**src/rtl/core/mssd_pkg.sv**
```systemverilog
// ----------------------------------------------------------------------------
// mssd_pkg
// Shared types, command and register codes, and decimal and segment tables
// for the multiplexed seven-segment number driver.
// ----------------------------------------------------------------------------
package mssd_pkg;

  // command codes of an input beat
  localparam logic CMD_LOAD = 1'b0;
  localparam logic CMD_TICK = 1'b1;

  // configuration register indexes
  localparam logic [1:0] REG_COMMON_ANODE    = 2'd0;
  localparam logic [1:0] REG_FIRST_DIGIT_PIN = 2'd1;
  localparam logic [1:0] REG_SCAN_UPWARD     = 2'd2;

  // symbol code for the minus sign
  localparam logic [3:0] DASH_CODE = 4'd10;

  // clamp limits of the shown number
  localparam logic signed [14:0] NUM_MIN = -15'sd999;
  localparam logic signed [14:0] NUM_MAX = 15'sd9999;

  // reciprocal constants: x * K >> S equals x / N over the used range
  localparam logic [13:0] RECIP_1000 = 14'd8389;  // shift 23, x < 10000
  localparam logic [5:0]  RECIP_100  = 6'd41;     // shift 12, x < 1000

  // configuration register set
  typedef struct packed {
    logic       common_anode;
    logic [2:0] first_digit_pin;
    logic       scan_upward;
  } cfg_t;

  // beat after clamp and thousands split
  typedef struct packed {
    logic        cmd;
    logic        neg;
    logic [3:0]  thou;
    logic [9:0]  rem;
    logic [15:0] passes;
  } dec_t;

  // digit times 1000
  function automatic logic [13:0] times_1000(logic [3:0] d);
    logic [13:0] r;
    case (d)
      4'd1:    r = 14'd1000;
      4'd2:    r = 14'd2000;
      4'd3:    r = 14'd3000;
      4'd4:    r = 14'd4000;
      4'd5:    r = 14'd5000;
      4'd6:    r = 14'd6000;
      4'd7:    r = 14'd7000;
      4'd8:    r = 14'd8000;
      4'd9:    r = 14'd9000;
      default: r = 14'd0;
    endcase
    return r;
  endfunction

  // digit times 100
  function automatic logic [9:0] times_100(logic [3:0] d);
    logic [9:0] r;
    case (d)
      4'd1:    r = 10'd100;
      4'd2:    r = 10'd200;
      4'd3:    r = 10'd300;
      4'd4:    r = 10'd400;
      4'd5:    r = 10'd500;
      4'd6:    r = 10'd600;
      4'd7:    r = 10'd700;
      4'd8:    r = 10'd800;
      4'd9:    r = 10'd900;
      default: r = 10'd0;
    endcase
    return r;
  endfunction

  // digit times 10
  function automatic logic [6:0] times_10(logic [3:0] d);
    logic [6:0] r;
    case (d)
      4'd1:    r = 7'd10;
      4'd2:    r = 7'd20;
      4'd3:    r = 7'd30;
      4'd4:    r = 7'd40;
      4'd5:    r = 7'd50;
      4'd6:    r = 7'd60;
      4'd7:    r = 7'd70;
      4'd8:    r = 7'd80;
      4'd9:    r = 7'd90;
      default: r = 7'd0;
    endcase
    return r;
  endfunction

  // tens digit of a value below 100, by parallel threshold compares
  function automatic logic [3:0] tens_digit(logic [6:0] v);
    logic [3:0] n;
    n = 4'd0;
    for (int k = 1; k < 10; k++) begin
      if (v >= 7'(10 * k)) n = n + 4'd1;
    end
    return n;
  endfunction

  // segment byte for a symbol in the chosen polarity
  function automatic logic [7:0] seg_code(logic [3:0] code, logic anode);
    logic [7:0] c;
    case (code)
      4'd0:    c = 8'h3F;
      4'd1:    c = 8'h06;
      4'd2:    c = 8'h5B;
      4'd3:    c = 8'h4F;
      4'd4:    c = 8'h66;
      4'd5:    c = 8'h6D;
      4'd6:    c = 8'h7D;
      4'd7:    c = 8'h07;
      4'd8:    c = 8'h7F;
      4'd9:    c = 8'h6F;
      4'd10:   c = 8'h40;
      default: c = 8'h00;
    endcase
    return anode ? ~c : c;
  endfunction

endpackage

```
**src/rtl/core/multiplexed_seven_segment_number_driver_top.sv**
```systemverilog
// ----------------------------------------------------------------------------
// multiplexed_seven_segment_number_driver_top
// Four-digit multiplexed seven-segment number driver with configuration
// registers.
// ----------------------------------------------------------------------------
// A load beat (cmd 0) takes a signed number, clamps it to -999..9999, splits
// it into four decimal positions with a leading minus for negatives and
// blanked leading zeros, and arms a count of four-digit refresh passes; it
// gives no result. A tick beat (cmd 1) gives one result: the segment byte
// and active-low select byte for the current position, then steps the
// position while passes remain. The block takes one beat per clock while
// the result side does not stall it; a tick passes through the input
// register, the split register and the result register, and the last
// stage also finishes the hundreds and tens split. The result register frees
// the input side whenever the result is taken or empty. Configuration
// writes are registered and apply to the next tick reaching the last stage.
// ----------------------------------------------------------------------------
module multiplexed_seven_segment_number_driver_top (
  input  logic                 clk,
  input  logic                 rst_n,
  // configuration
  input  logic                 cfg_we,
  input  logic [1:0]           cfg_index,
  input  logic [2:0]           cfg_wdata,
  // input beats
  input  logic                 in_valid,
  output logic                 in_ready,
  input  logic                 in_cmd,
  input  logic signed [14:0]   in_number,
  input  logic [15:0]          in_passes,
  // result beats
  output logic                 out_valid,
  input  logic                 out_ready,
  output logic [7:0]           out_segments,
  output logic [7:0]           out_digit_select,
  output logic [1:0]           out_position
);
  import mssd_pkg::*;

  cfg_t  cfg_r;
  cfg_t  cfg_nxt;
  logic  advance;
  logic  dec_valid;
  dec_t  dec;

  // configuration register writes
  always_comb begin
    cfg_nxt = cfg_r;
    if (cfg_we) begin
      case (cfg_index)
        REG_COMMON_ANODE:    cfg_nxt.common_anode    = cfg_wdata[0];
        REG_FIRST_DIGIT_PIN: cfg_nxt.first_digit_pin = cfg_wdata;
        REG_SCAN_UPWARD:     cfg_nxt.scan_upward     = cfg_wdata[0];
        default:             cfg_nxt = cfg_r;
      endcase
    end
  end

  always_ff @(posedge clk) begin
    if (!rst_n) begin
      cfg_r.common_anode    <= 1'b0;
      cfg_r.first_digit_pin <= 3'd7;
      cfg_r.scan_upward     <= 1'b0;
    end else begin
      cfg_r <= cfg_nxt;
    end
  end

  assign in_ready = advance;

  // clamp and thousands split
  mssd_split u_split (
    .clk       (clk),
    .rst_n     (rst_n),
    .advance   (advance),
    .in_valid  (in_valid),
    .in_cmd    (in_cmd),
    .in_number (in_number),
    .in_passes (in_passes),
    .dec_valid (dec_valid),
    .dec       (dec)
  );

  // digit store, scan and result register
  mssd_scan u_scan (
    .clk              (clk),
    .rst_n            (rst_n),
    .cfg              (cfg_r),
    .dec_valid        (dec_valid),
    .dec              (dec),
    .advance          (advance),
    .out_valid        (out_valid),
    .out_ready        (out_ready),
    .out_segments     (out_segments),
    .out_digit_select (out_digit_select),
    .out_position     (out_position)
  );

endmodule

```
**src/rtl/core/mssd_split.sv**
```systemverilog
// ----------------------------------------------------------------------------
// mssd_split
// Input register and thousands split: clamps the number, takes its
// magnitude, then splits off the thousands digit and the remainder.
// ----------------------------------------------------------------------------
module mssd_split (
  input  logic                 clk,
  input  logic                 rst_n,
  input  logic                 advance,
  input  logic                 in_valid,
  input  logic                 in_cmd,
  input  logic signed [14:0]   in_number,
  input  logic [15:0]          in_passes,
  output logic                 dec_valid,
  output mssd_pkg::dec_t       dec
);
  import mssd_pkg::*;

  logic signed [14:0] clamped;
  logic [13:0]        mag;

  logic               s1_valid_r;
  logic               s1_cmd_r;
  logic               s1_neg_r;
  logic [13:0]        s1_mag_r;
  logic [15:0]        s1_passes_r;

  logic [27:0]        thou_prod;
  logic [3:0]         thou;
  logic [13:0]        rem_full;
  dec_t               dec_nxt;

  logic               s2_valid_r;
  dec_t               dec_r;

  // clamp and magnitude
  always_comb begin
    if (in_number < NUM_MIN) begin
      clamped = NUM_MIN;
    end else if (in_number > NUM_MAX) begin
      clamped = NUM_MAX;
    end else begin
      clamped = in_number;
    end
    mag = clamped[14] ? 14'(-clamped) : clamped[13:0];
  end

  // input register valid
  always_ff @(posedge clk) begin
    if (!rst_n) begin
      s1_valid_r <= 1'b0;
    end else if (advance) begin
      s1_valid_r <= in_valid;
    end
  end

  // input register payload
  always_ff @(posedge clk) begin
    if (advance) begin
      s1_cmd_r    <= in_cmd;
      s1_neg_r    <= clamped[14];
      s1_mag_r    <= mag;
      s1_passes_r <= in_passes;
    end
  end

  // thousands digit by reciprocal multiply, remainder by table subtract
  always_comb begin
    thou_prod      = 28'(s1_mag_r) * 28'(RECIP_1000);
    thou           = thou_prod[26:23];
    rem_full       = s1_mag_r - times_1000(thou);
    dec_nxt.cmd    = s1_cmd_r;
    dec_nxt.neg    = s1_neg_r;
    dec_nxt.thou   = thou;
    dec_nxt.rem    = rem_full[9:0];
    dec_nxt.passes = s1_passes_r;
  end

  // split register valid
  always_ff @(posedge clk) begin
    if (!rst_n) begin
      s2_valid_r <= 1'b0;
    end else if (advance) begin
      s2_valid_r <= s1_valid_r;
    end
  end

  // split register payload
  always_ff @(posedge clk) begin
    if (advance) begin
      dec_r <= dec_nxt;
    end
  end

  assign dec_valid = s2_valid_r;
  assign dec       = dec_r;

endmodule

```
**src/rtl/core/mssd_scan.sv**
```systemverilog
// ----------------------------------------------------------------------------
// mssd_scan
// Digit store, scan position and pass counter, and the result register.
// A load finishes the decimal split and fills the store; a tick gives one
// result and, while passes remain, drives one position and steps the scan.
// ----------------------------------------------------------------------------
module mssd_scan (
  input  logic                 clk,
  input  logic                 rst_n,
  input  mssd_pkg::cfg_t       cfg,
  input  logic                 dec_valid,
  input  mssd_pkg::dec_t       dec,
  output logic                 advance,
  output logic                 out_valid,
  input  logic                 out_ready,
  output logic [7:0]           out_segments,
  output logic [7:0]           out_digit_select,
  output logic [1:0]           out_position
);
  import mssd_pkg::*;

  logic        fire;
  logic        is_tick;

  // load path
  logic [15:0] hund_prod;
  logic [3:0]  hund;
  logic [9:0]  rem100_full;
  logic [6:0]  rem100;
  logic [3:0]  tens;
  logic [6:0]  units_full;
  logic [3:0]  load_codes [4];
  logic [3:0]  load_shown;

  // scan state
  logic [3:0]  codes_r [4];
  logic [3:0]  codes_nxt [4];
  logic [3:0]  shown_r;
  logic [3:0]  shown_nxt;
  logic [1:0]  scan_pos_r;
  logic [1:0]  scan_pos_nxt;
  logic [15:0] passes_left_r;
  logic [15:0] passes_left_nxt;
  logic [7:0]  last_seg_r;
  logic [7:0]  last_seg_nxt;
  logic [7:0]  sel_bit;
  logic [7:0]  sel;

  // result register
  logic        out_valid_r;
  logic        out_valid_nxt;
  logic [7:0]  out_segments_r;
  logic [7:0]  out_digit_select_r;
  logic [1:0]  out_position_r;

  assign advance = !out_valid_r || out_ready;
  assign fire    = dec_valid && advance;
  assign is_tick = (dec.cmd == CMD_TICK);

  // hundreds, tens and units of the remainder, blanking flags
  always_comb begin
    hund_prod     = 16'(dec.rem) * 16'(RECIP_100);
    hund          = hund_prod[15:12];
    rem100_full   = dec.rem - times_100(hund);
    rem100        = rem100_full[6:0];
    tens          = tens_digit(rem100);
    units_full    = rem100 - times_10(tens);
    load_codes[0] = units_full[3:0];
    load_codes[1] = tens;
    load_codes[2] = hund;
    load_codes[3] = dec.neg ? DASH_CODE : dec.thou;
    load_shown[3] = dec.neg || (dec.thou != 4'd0);
    load_shown[2] = (hund != 4'd0) || (!dec.neg && load_shown[3]);
    load_shown[1] = (tens != 4'd0) || load_shown[2];
    load_shown[0] = 1'b1;
  end

  // select byte for the current position
  always_comb begin
    sel_bit = 8'd1 << cfg.first_digit_pin;
    sel_bit = cfg.scan_upward ? (sel_bit << scan_pos_r) : (sel_bit >> scan_pos_r);
  end

  // next state of the store and scan
  always_comb begin
    codes_nxt       = codes_r;
    shown_nxt       = shown_r;
    scan_pos_nxt    = scan_pos_r;
    passes_left_nxt = passes_left_r;
    last_seg_nxt    = last_seg_r;
    sel             = 8'hFF;
    if (fire) begin
      if (!is_tick) begin
        codes_nxt       = load_codes;
        shown_nxt       = load_shown;
        scan_pos_nxt    = 2'd0;
        passes_left_nxt = dec.passes;
      end else if (passes_left_r != 16'd0) begin
        if (shown_r[scan_pos_r]) begin
          last_seg_nxt = seg_code(codes_r[scan_pos_r], cfg.common_anode);
          sel          = ~sel_bit;
        end
        scan_pos_nxt = scan_pos_r + 2'd1;
        if (scan_pos_r == 2'd3) begin
          passes_left_nxt = passes_left_r - 16'd1;
        end
      end
    end
  end

  // result valid follows ticks only
  always_comb begin
    if (advance) begin
      out_valid_nxt = dec_valid && is_tick;
    end else begin
      out_valid_nxt = out_valid_r;
    end
  end

  // state registers
  always_ff @(posedge clk) begin
    if (!rst_n) begin
      for (int i = 0; i < 4; i++) begin
        codes_r[i] <= 4'd0;
      end
      shown_r       <= 4'd0;
      scan_pos_r    <= 2'd0;
      passes_left_r <= 16'd0;
      last_seg_r    <= 8'd0;
      out_valid_r   <= 1'b0;
    end else begin
      codes_r       <= codes_nxt;
      shown_r       <= shown_nxt;
      scan_pos_r    <= scan_pos_nxt;
      passes_left_r <= passes_left_nxt;
      last_seg_r    <= last_seg_nxt;
      out_valid_r   <= out_valid_nxt;
    end
  end

  // result payload
  always_ff @(posedge clk) begin
    if (fire && is_tick) begin
      out_segments_r     <= last_seg_nxt;
      out_digit_select_r <= sel;
      out_position_r     <= scan_pos_r;
    end
  end

  assign out_valid        = out_valid_r;
  assign out_segments     = out_segments_r;
  assign out_digit_select = out_digit_select_r;
  assign out_position     = out_position_r;

  // a load restarts the scan at the units position
  a_load_restarts: assert property (@(posedge clk) disable iff (!rst_n)
    (fire && !is_tick) |=> (scan_pos_r == 2'd0))
    else $error("scan position not cleared by load");

  // units position is always shown after a load
  a_units_shown: assert property (@(posedge clk) disable iff (!rst_n)
    (fire && !is_tick) |=> shown_r[0])
    else $error("units position blanked after load");

  // no passes left: the scan holds and all digits are off
  a_idle_holds: assert property (@(posedge clk) disable iff (!rst_n)
    (fire && is_tick && (passes_left_r == 16'd0)) |=>
      ($stable(scan_pos_r) && (out_digit_select_r == 8'hFF)))
    else $error("scan moved or digit enabled with no passes left");

  // a blanked digit keeps the last segment byte
  a_blank_keeps_seg: assert property (@(posedge clk) disable iff (!rst_n)
    (fire && is_tick && !shown_r[scan_pos_r]) |=> $stable(last_seg_r))
    else $error("segment byte changed on a blanked digit");

endmodule

```
**config.mk**
```make
export PLATFORM = sky130hd
export DESIGN_NAME = multiplexed_seven_segment_number_driver_top
export DESIGN_NICKNAME = d
export VERILOG_FILES = /design/src/rtl/core/mssd_pkg.sv /design/src/rtl/core/multiplexed_seven_segment_number_driver_top.sv /design/src/rtl/core/mssd_split.sv /design/src/rtl/core/mssd_scan.sv
export SDC_FILE = /design/constraint.sdc
export NUM_CORES = 1
export LEC_CHECK = 0
export BUFFER_PORTS_ARGS = -buffer_cell sky130_fd_sc_hd__buf_2
export CAP_MARGIN = 20
export CORE_AREA = 2 2 143 159
export CTS_BUF_LIST = sky130_fd_sc_hd__clkbuf_8
export CTS_CLUSTER_SIZE = 40
export DETAILED_ROUTE_END_ITERATION = 16
export DIE_AREA = 0 0 145 161
export PLACE_DENSITY = 0.78
export SLEW_MARGIN = 5
export SYNTH_ARGS = -nofsm -noshare
export SYNTH_HDL_FRONTEND = slang
export SYNTH_SLANG_ARGS = --single-unit
```
**constraint.sdc**
```tcl
create_clock -name clk -period 18.8 [get_ports clk]
set_input_delay 1.88 -clock clk [delete_from_list [all_inputs] [get_ports clk]]
set_output_delay 1.88 -clock clk [all_outputs]
set_load 0.01 [all_outputs]
```
==> results.sh, run 1 <==
export IMPL_hold_depth=0
export IMPL_fin_skew_ns=0.0101
export IMPL_rsz0062_at_grt="false"
export IMPL_worstPathRequired_ns=19.16
export IMPL_ys_top_cells_by_area="edfxtp_1 23%, ha_1 18%, dfxtp_1 10%"
export IMPL_slew_headroom_pct=39.6
export IMPL_dieArea_sq_mm=0.0233
export IMPL_tritoncts="yes"
export IMPL_chipWidth_microns=145
export IMPL_place_area_sq_mm=0.0113
export IMPL_grt_pass1_vias=7937
export IMPL_row_count=57
export IMPL_gp_congestion=0.930
export IMPL_synth_main_ff_cell="edfxtp_1"
export IMPL_postCtsSetupBuffers=0
export IMPL_dieHeight_microns=161
export IMPL_whs_ns=0.422
export IMPL_max_cap_violations=0
export IMPL_synth_top_area_share_pct=22.9
export IMPL_htree_levels=4
export IMPL_ant_nets=0
export IMPL_start_util_pct=49.4
export IMPL_portBuffers=61
export IMPL_yosysTopAreaCell="edfxtp_1"
export IMPL_drc_errors=0
export IMPL_worstHoldEndpoint="u_split.dec[11]$_DFFE_PN_"
export IMPL_cts_resized_gates=0
export IMPL_hold_viol=0
export IMPL_drtPass1Iterations=5
export IMPL_period_share_pct=61.9
export IMPL_syn_nets=1338
export IMPL_layout_nets=1377
export IMPL_yosysWarnings=0
export IMPL_maxSlewViolCount=0
export IMPL_grt_start_max_net_pins=71
export IMPL_fp_coreArea_sq_mm=0.0218
export IMPL_worstSetupPathType="reg -> reg"
export IMPL_r2r_start="u_split.dec[18]$_DFFE_PN_"
export IMPL_dp_hpwl_microns=16100
export IMPL_crit_path_max_fanout=14
export IMPL_insertion_delay_ns=0.45
export IMPL_crit_path_frequent_cell="ha_1"
export IMPL_synthCells=1110
export IMPL_r2r_end="u_scan.codes_r[15]$_SDFFE_PN0P_"
export IMPL_worstMarginPinSlew_ns=0.904
export IMPL_route_vias_total=8114
export IMPL_ios=62
export IMPL_status="completed"
export IMPL_synthDistinctLibCells=82
export IMPL_grt_overflow=0
export IMPL_drt_iter0_markers=480
export IMPL_ys_top_cells_by_count="158 x ha_1, 115 x inv_1, 91 x nand2_1, 82 x edfxtp_1, 55 x nor2_1"
export IMPL_syn_to_final_growth_pct=8.70
export IMPL_synth_seq_cells=136
export IMPL_clock_path_buffers=2
export IMPL_root_buffer="clkbuf_8"
export IMPL_r2r_cells=56
export IMPL_via_per_inst=5.57
export IMPL_start_kind="register"
export IMPL_synth_most_common_cell="ha_1"
export IMPL_max_stage_delay_ns=0.48
export IMPL_fin_crit_ns=11.63
export IMPL_cts_sinks=136
export IMPL_arrival_ns=11.99
export IMPL_min_path_type="reg -> reg"
export IMPL_track_usage_pct=18.6
export IMPL_drive_above_1_share_pct=11.5
export IMPL_setup_viol=0
export IMPL_grt_pass1_wl_microns=36200
export IMPL_antenna_found_initial=0
export IMPL_hold_start="u_split.s1_passes_r[11]$_DFFE_PN_"
export IMPL_wirelength_microns=21200
export IMPL_diodes=0
export IMPL_crit_path_top_delay_cell="fa_1"
export IMPL_cts_clk_slew_worst_paths_ns=0.08
export IMPL_netlist_area_sq_mm=0.0107
export IMPL_numCtsBuffers=17
export IMPL_final_area_sq_mm=0.0117
export IMPL_synth_edf_count=82
export IMPL_avgSynthCellArea_sq_um=9.68
export IMPL_wire_per_inst_microns=14.5
export IMPL_clock_fmax_mhz=86.0
export IMPL_synth_async_reset_ratio_pct=0
export IMPL_cp_end_kind="register"
export IMPL_reg2reg_setup_slack_ns=7.17
export IMPL_postCtsHoldBufs=0
export IMPL_setup_tns_ns=0
export IMPL_synth_seq_area_share_pct=33.0
==> how the worst max path moves through the flow <==
stage | end | from | slack (ns)
after floorplan | u_scan.codes_r[15]$_SDFFE_PN0P_ | u_split.dec[20]$_DFFE_PN_ | 8.00
after global placement | u_scan.codes_r[15]$_SDFFE_PN0P_ | u_split.dec[17]$_DFFE_PN_ | 7.53
after detailed placement | u_scan.codes_r[15]$_SDFFE_PN0P_ | u_split.dec[18]$_DFFE_PN_ | 7.24
after CTS | u_scan.codes_r[15]$_SDFFE_PN0P_ | u_split.dec[18]$_DFFE_PN_ | 7.22
after global routing | u_scan.codes_r[15]$_SDFFE_PN0P_ | u_split.dec[18]$_DFFE_PN_ | 6.32
final | u_scan.codes_r[15]$_SDFFE_PN0P_ | u_split.dec[18]$_DFFE_PN_ | 7.17
==> through the flow <==
step	setup WS [ns]	instances	util [%]
2_1_floorplan	8.00	1110	-
3_3_place_gp	7.53	1425	51.9
6_report	7.17	1457	53.7
3_5_place_dp	7.24	1425	51.9
5_1_grt	6.32	1457	53.7
4_1_cts	7.22	1457	53.7
==> state kept, by name (all words and copies together), names as in the netlist, 5 cells and up <==
signal                   flops
u_split.dec                 32
u_scan.codes_r              16
u_scan.last_seg_r            8
u_split.s1_mag_r            14
u_scan.out_digit_select      8
u_split.s1_passes_r         16
u_scan.out_segments          8
u_scan.passes_left_r        16
cfg_r                        5
==> per-layer routing <==
layer  vias up  wire, microns  global-route usage (%)
met5         -              0                       0
met4         0            351                    5.90
met3        32            819                    3.08
met2       176          10800                    32.9
met1      3828           9230                    23.2
li1       4078              -                       -
==> kinds of logic (layout without fill, tap and decap cells) <==
| logic type | after synthesis | in the layout | share of synthesized area [%] |
|---|---|---|---|
| simple gates | 336 | 336 | 16.2 |
| compound gates | 224 | 224 | 14.7 |
| fa+ha+maj | 186 | 186 | 23.6 |
| buf+inv | 158 | 210 | 5.54 |
| flops | 136 | 136 | 33.0 |
| xor+xnor | 41 | 41 | 3.66 |
| mux | 29 | 29 | 3.40 |
==> critical path: cells and delay by family, from the launching register on <==
family | cells | cell delay, ns
simple gates | 19 | 2.39
compound gates | 16 | 2.85
buf+inv | 1 | 0.05
xor+xnor | 5 | 0.97
fa+ha+maj | 15 | 4.84
flops | 1 | 0.44
==> cell type report <==
cell class                 count  area [sq um]
timing repair buffer          63           320
tap                          295           369
inverter                     115           432
multi-input combinational    816          6620
clock buffer                  17           234
fill                        1911         10100
sequential                   136          3540
clock inverter                15           165
==> placed cells by master (no fill, tap or decap), drive strengths merged, types with 6 or more instances in the layout <==
cell type | synthesis | routed
or4 | 6 | 6
and3 | 6 | 6
edfxtp | 82 | 82
dfxtp | 54 | 54
xnor2 | 22 | 22
fa | 28 | 28
or3 | 9 | 9
a31oi | 7 | 7
a211oi | 10 | 10
nor2 | 55 | 55
nor3b | 8 | 8
o31ai | 6 | 6
nand2 | 91 | 91
and2 | 19 | 19
inv | 115 | 121
mux2i | 14 | 14
nand4 | 14 | 14
xor2 | 19 | 19
a21oi | 48 | 48
nand2b | 17 | 17
a21boi | 8 | 8
o21ai | 53 | 53
nor4 | 8 | 8
nor2b | 29 | 29
o211ai | 6 | 6
nand3 | 23 | 23
a21o | 20 | 20
o22ai | 7 | 7
ha | 158 | 158
nor3 | 36 | 36
mux2 | 10 | 10
a222oi | 11 | 11
o211a | 9 | 9
buf | 5 | 63
clkbuf | 38 | 17
nand3b | 7 | 7
Power of run 1 is not shown: default switching activity piles up to over one toggle a cycle in this logic, so the estimate is an artifact.
==> inputs of run 2 (changes only) <==
--- a/config.mk
+++ b/config.mk
@@ -5,6 +5,7 @@
 export SDC_FILE = /design/constraint.sdc
 export NUM_CORES = 1
 export LEC_CHECK = 0
+export ABC_AREA = 1
 export BUFFER_PORTS_ARGS = -buffer_cell sky130_fd_sc_hd__buf_2
 export CAP_MARGIN = 20
 export CORE_AREA = 2 2 143 159
@@ -12,7 +13,7 @@
 export CTS_CLUSTER_SIZE = 40
 export DETAILED_ROUTE_END_ITERATION = 16
 export DIE_AREA = 0 0 145 161
-export PLACE_DENSITY = 0.78
+export PLACE_DENSITY = 0.77
 export SLEW_MARGIN = 5
 export SYNTH_ARGS = -nofsm -noshare
 export SYNTH_HDL_FRONTEND = slang
==> constraint.sdc (replaced) <==
create_clock -name clk -period 11.5 [get_ports clk]
set_input_delay 1.15 -clock clk [delete_from_list [all_inputs] [get_ports clk]]
set_output_delay 1.15 -clock clk [all_outputs]
set_load 0.01 [all_outputs]
==> results.sh, run 2 <==
export IMPL_status="completed"
export IMPL_synth_async_reset_ratio_pct=0
export IMPL_dieArea_sq_mm=0.0233
export IMPL_drtPass1Iterations=4
export IMPL_cts_sinks=136
export IMPL_cts_resized_gates=0
export IMPL_fin_crit_ns=10.18
export IMPL_diodes=0
export IMPL_synth_top_area_share_pct=23.1
export IMPL_via_per_inst=5.10
export IMPL_crit_path_max_fanout=6
export IMPL_postCtsSetupBuffers=0
export IMPL_dieHeight_microns=161
export IMPL_ant_nets=0
export IMPL_crit_path_frequent_cell="nand2_1"
export IMPL_yosysWarnings=0
export IMPL_avgSynthCellArea_sq_um=8.28
export IMPL_period_share_pct=88.5
export IMPL_clock_path_buffers=2
export IMPL_netlist_area_sq_mm=0.0107
export IMPL_synth_edf_count=82
export IMPL_synthCells=1286
export IMPL_start_kind="register"
export IMPL_tritoncts="yes"
export IMPL_start_util_pct=49.0
export IMPL_synth_seq_area_share_pct=33.3
export IMPL_final_common_cell="nand2_1"
export IMPL_row_count=57
export IMPL_antenna_found_initial=0
export IMPL_arrival_ns=10.53
export IMPL_synthDistinctLibCells=51
export IMPL_htree_levels=4
export IMPL_root_buffer="clkbuf_8"
export IMPL_worstMarginPinSlew_ns=0.966
export IMPL_max_stage_delay_ns=0.51
export IMPL_grt_pass1_vias=8302
export IMPL_ios=62
export IMPL_syn_to_final_growth_pct=9.22
export IMPL_fin_skew_ns=0.0140
export IMPL_drc_errors=0
export IMPL_rsz0062_at_grt="false"
export IMPL_chipWidth_microns=145
export IMPL_grt_pass1_wl_microns=35700
export IMPL_numCtsBuffers=17
export IMPL_syn_nets=1514
export IMPL_layout_common_cells="228 x nand2_1, 219 x inv_1, 158 x ha_1"
export IMPL_yosysTopAreaCell="edfxtp_1"
export IMPL_seqCellArea_sq_mm=0.00354
export IMPL_hold_viol=0
export IMPL_worstSetupPathType="reg -> reg"
export IMPL_grt_start_max_net_pins=68
export IMPL_route_vias_total=8427
export IMPL_maxSlewViolCount=0
export IMPL_slew_headroom_pct=35.5
export IMPL_synth_seq_cells=136
export IMPL_grt_overflow=0
export IMPL_insertion_delay_ns=0.46
export IMPL_worstPathRequired_ns=11.86
export IMPL_layout_nets=1573
export IMPL_wirelength_microns=20400
export IMPL_max_cap_violations=0
export IMPL_clock_fmax_mhz=98.3
export IMPL_synth_main_ff_cell="edfxtp_1"
export IMPL_drive_above_1_share_pct=11.8
export IMPL_gp_congestion=0.872
export IMPL_min_path_type="reg -> reg"
export IMPL_ys_top_cells_by_count="228 x nand2_1, 219 x inv_1, 158 x ha_1, 89 x o21ai_0, 87 x nor2_1"
export IMPL_dp_hpwl_microns=15800
export IMPL_largest_reg_flops=32
export IMPL_cts_clk_slew_worst_paths_ns=0.08
export IMPL_wire_per_inst_microns=12.3
export IMPL_multi_input_area_sq_mm=0.00611
export IMPL_setup_tns_ns=0
export IMPL_synth_most_common_cell="nand2_1"
export IMPL_setup_viol=0
export IMPL_track_usage_pct=18.2
export IMPL_ys_top_cells_by_area="edfxtp_1 23%, ha_1 19%, dfxtp_1 10%"
export IMPL_portBuffers=61
export IMPL_drt_iter0_markers=397
export IMPL_fp_coreArea_sq_mm=0.0218
export IMPL_postCtsHoldBufs=0
export IMPL_fill_cells=1969
export IMPL_cp_end_kind="register"
export IMPL_crit_path_top_delay_cell="edfxtp_1"
export IMPL_final_util_pct=53.5
-- run 2: cell type report --
type                       instances  area share, %
tap                              295           3.17
clock buffer                      18           2.13
sequential                       136           30.5
inverter                         240           7.77
clock inverter                    14           1.08
timing repair buffer              65           2.88
multi-input combinational        885           52.5
-- run 2: kinds of logic (layout without fill, tap and decap cells) --
family	count (synthesis)	count (layout)	share of synthesized area, %
AO/OA/AOI/OAI	214	214	11.7
AND/OR/NAND/NOR	452	452	19.1
buffers and inverters	265	337	9.37
adder cells (fa/ha/maj)	186	186	23.8
flip-flops	136	136	33.3
XOR/XNOR	33	33	2.71
-- run 2: routing by layer --
layer	up-vias	part of all wire (%)	track usage, %
met1	3874	44	21.9
met5	-	0	0
li1	4370	-	-
met3	32	3.4	3.45
met4	0	1.7	5.40
met2	151	51	33.1
-- run 2: path summary, 6_finish.rpt --
kind,cells past startpoint,slack (ns),endpoint,startpoint
setup reg to reg,67,1.32,u_scan.codes_r[15]$_SDFFE_PN0P_,u_split.dec[19]$_DFFE_PN_
setup / recovery,67,1.32,u_scan.codes_r[15]$_SDFFE_PN0P_,u_split.dec[19]$_DFFE_PN_
hold reg to reg,0,0.42,u_split.dec[8]$_DFFE_PN_,u_split.s1_passes_r[8]$_DFFE_PN_
hold / removal,0,0.42,u_split.dec[8]$_DFFE_PN_,u_split.s1_passes_r[8]$_DFFE_PN_
-- run 2: through the flow --
| step | worst slack (ns) | std cells | hold WS, ns | area (sq um) |
|---|---|---|---|---|
| after floorplan | 2.23 | 1286 | 0.400 | 10700 |
| after global placement | 1.80 | 1621 | 0.400 | 11300 |
| after detailed placement | 1.42 | 1621 | 0.405 | 11300 |
| after CTS | 1.38 | 1653 | 0.424 | 11600 |
| after global routing | 0.442 | 1653 | 0.431 | 11600 |
| final | 1.32 | 1653 | 0.420 | 11600 |
-- run 2: worst max-delay path: cells and delay by family, from the launching register on --
kind / cells / cell delay [ns]
XOR/XNOR: 2 / 0.34
flip-flops: 1 / 0.51
buffers and inverters: 11 / 0.72
AND/OR/NAND/NOR: 33 / 3.04
adder cells (fa/ha/maj): 15 / 4.24
AO/OA/AOI/OAI: 6 / 1.25
Power of run 2 is left out for the same reason.
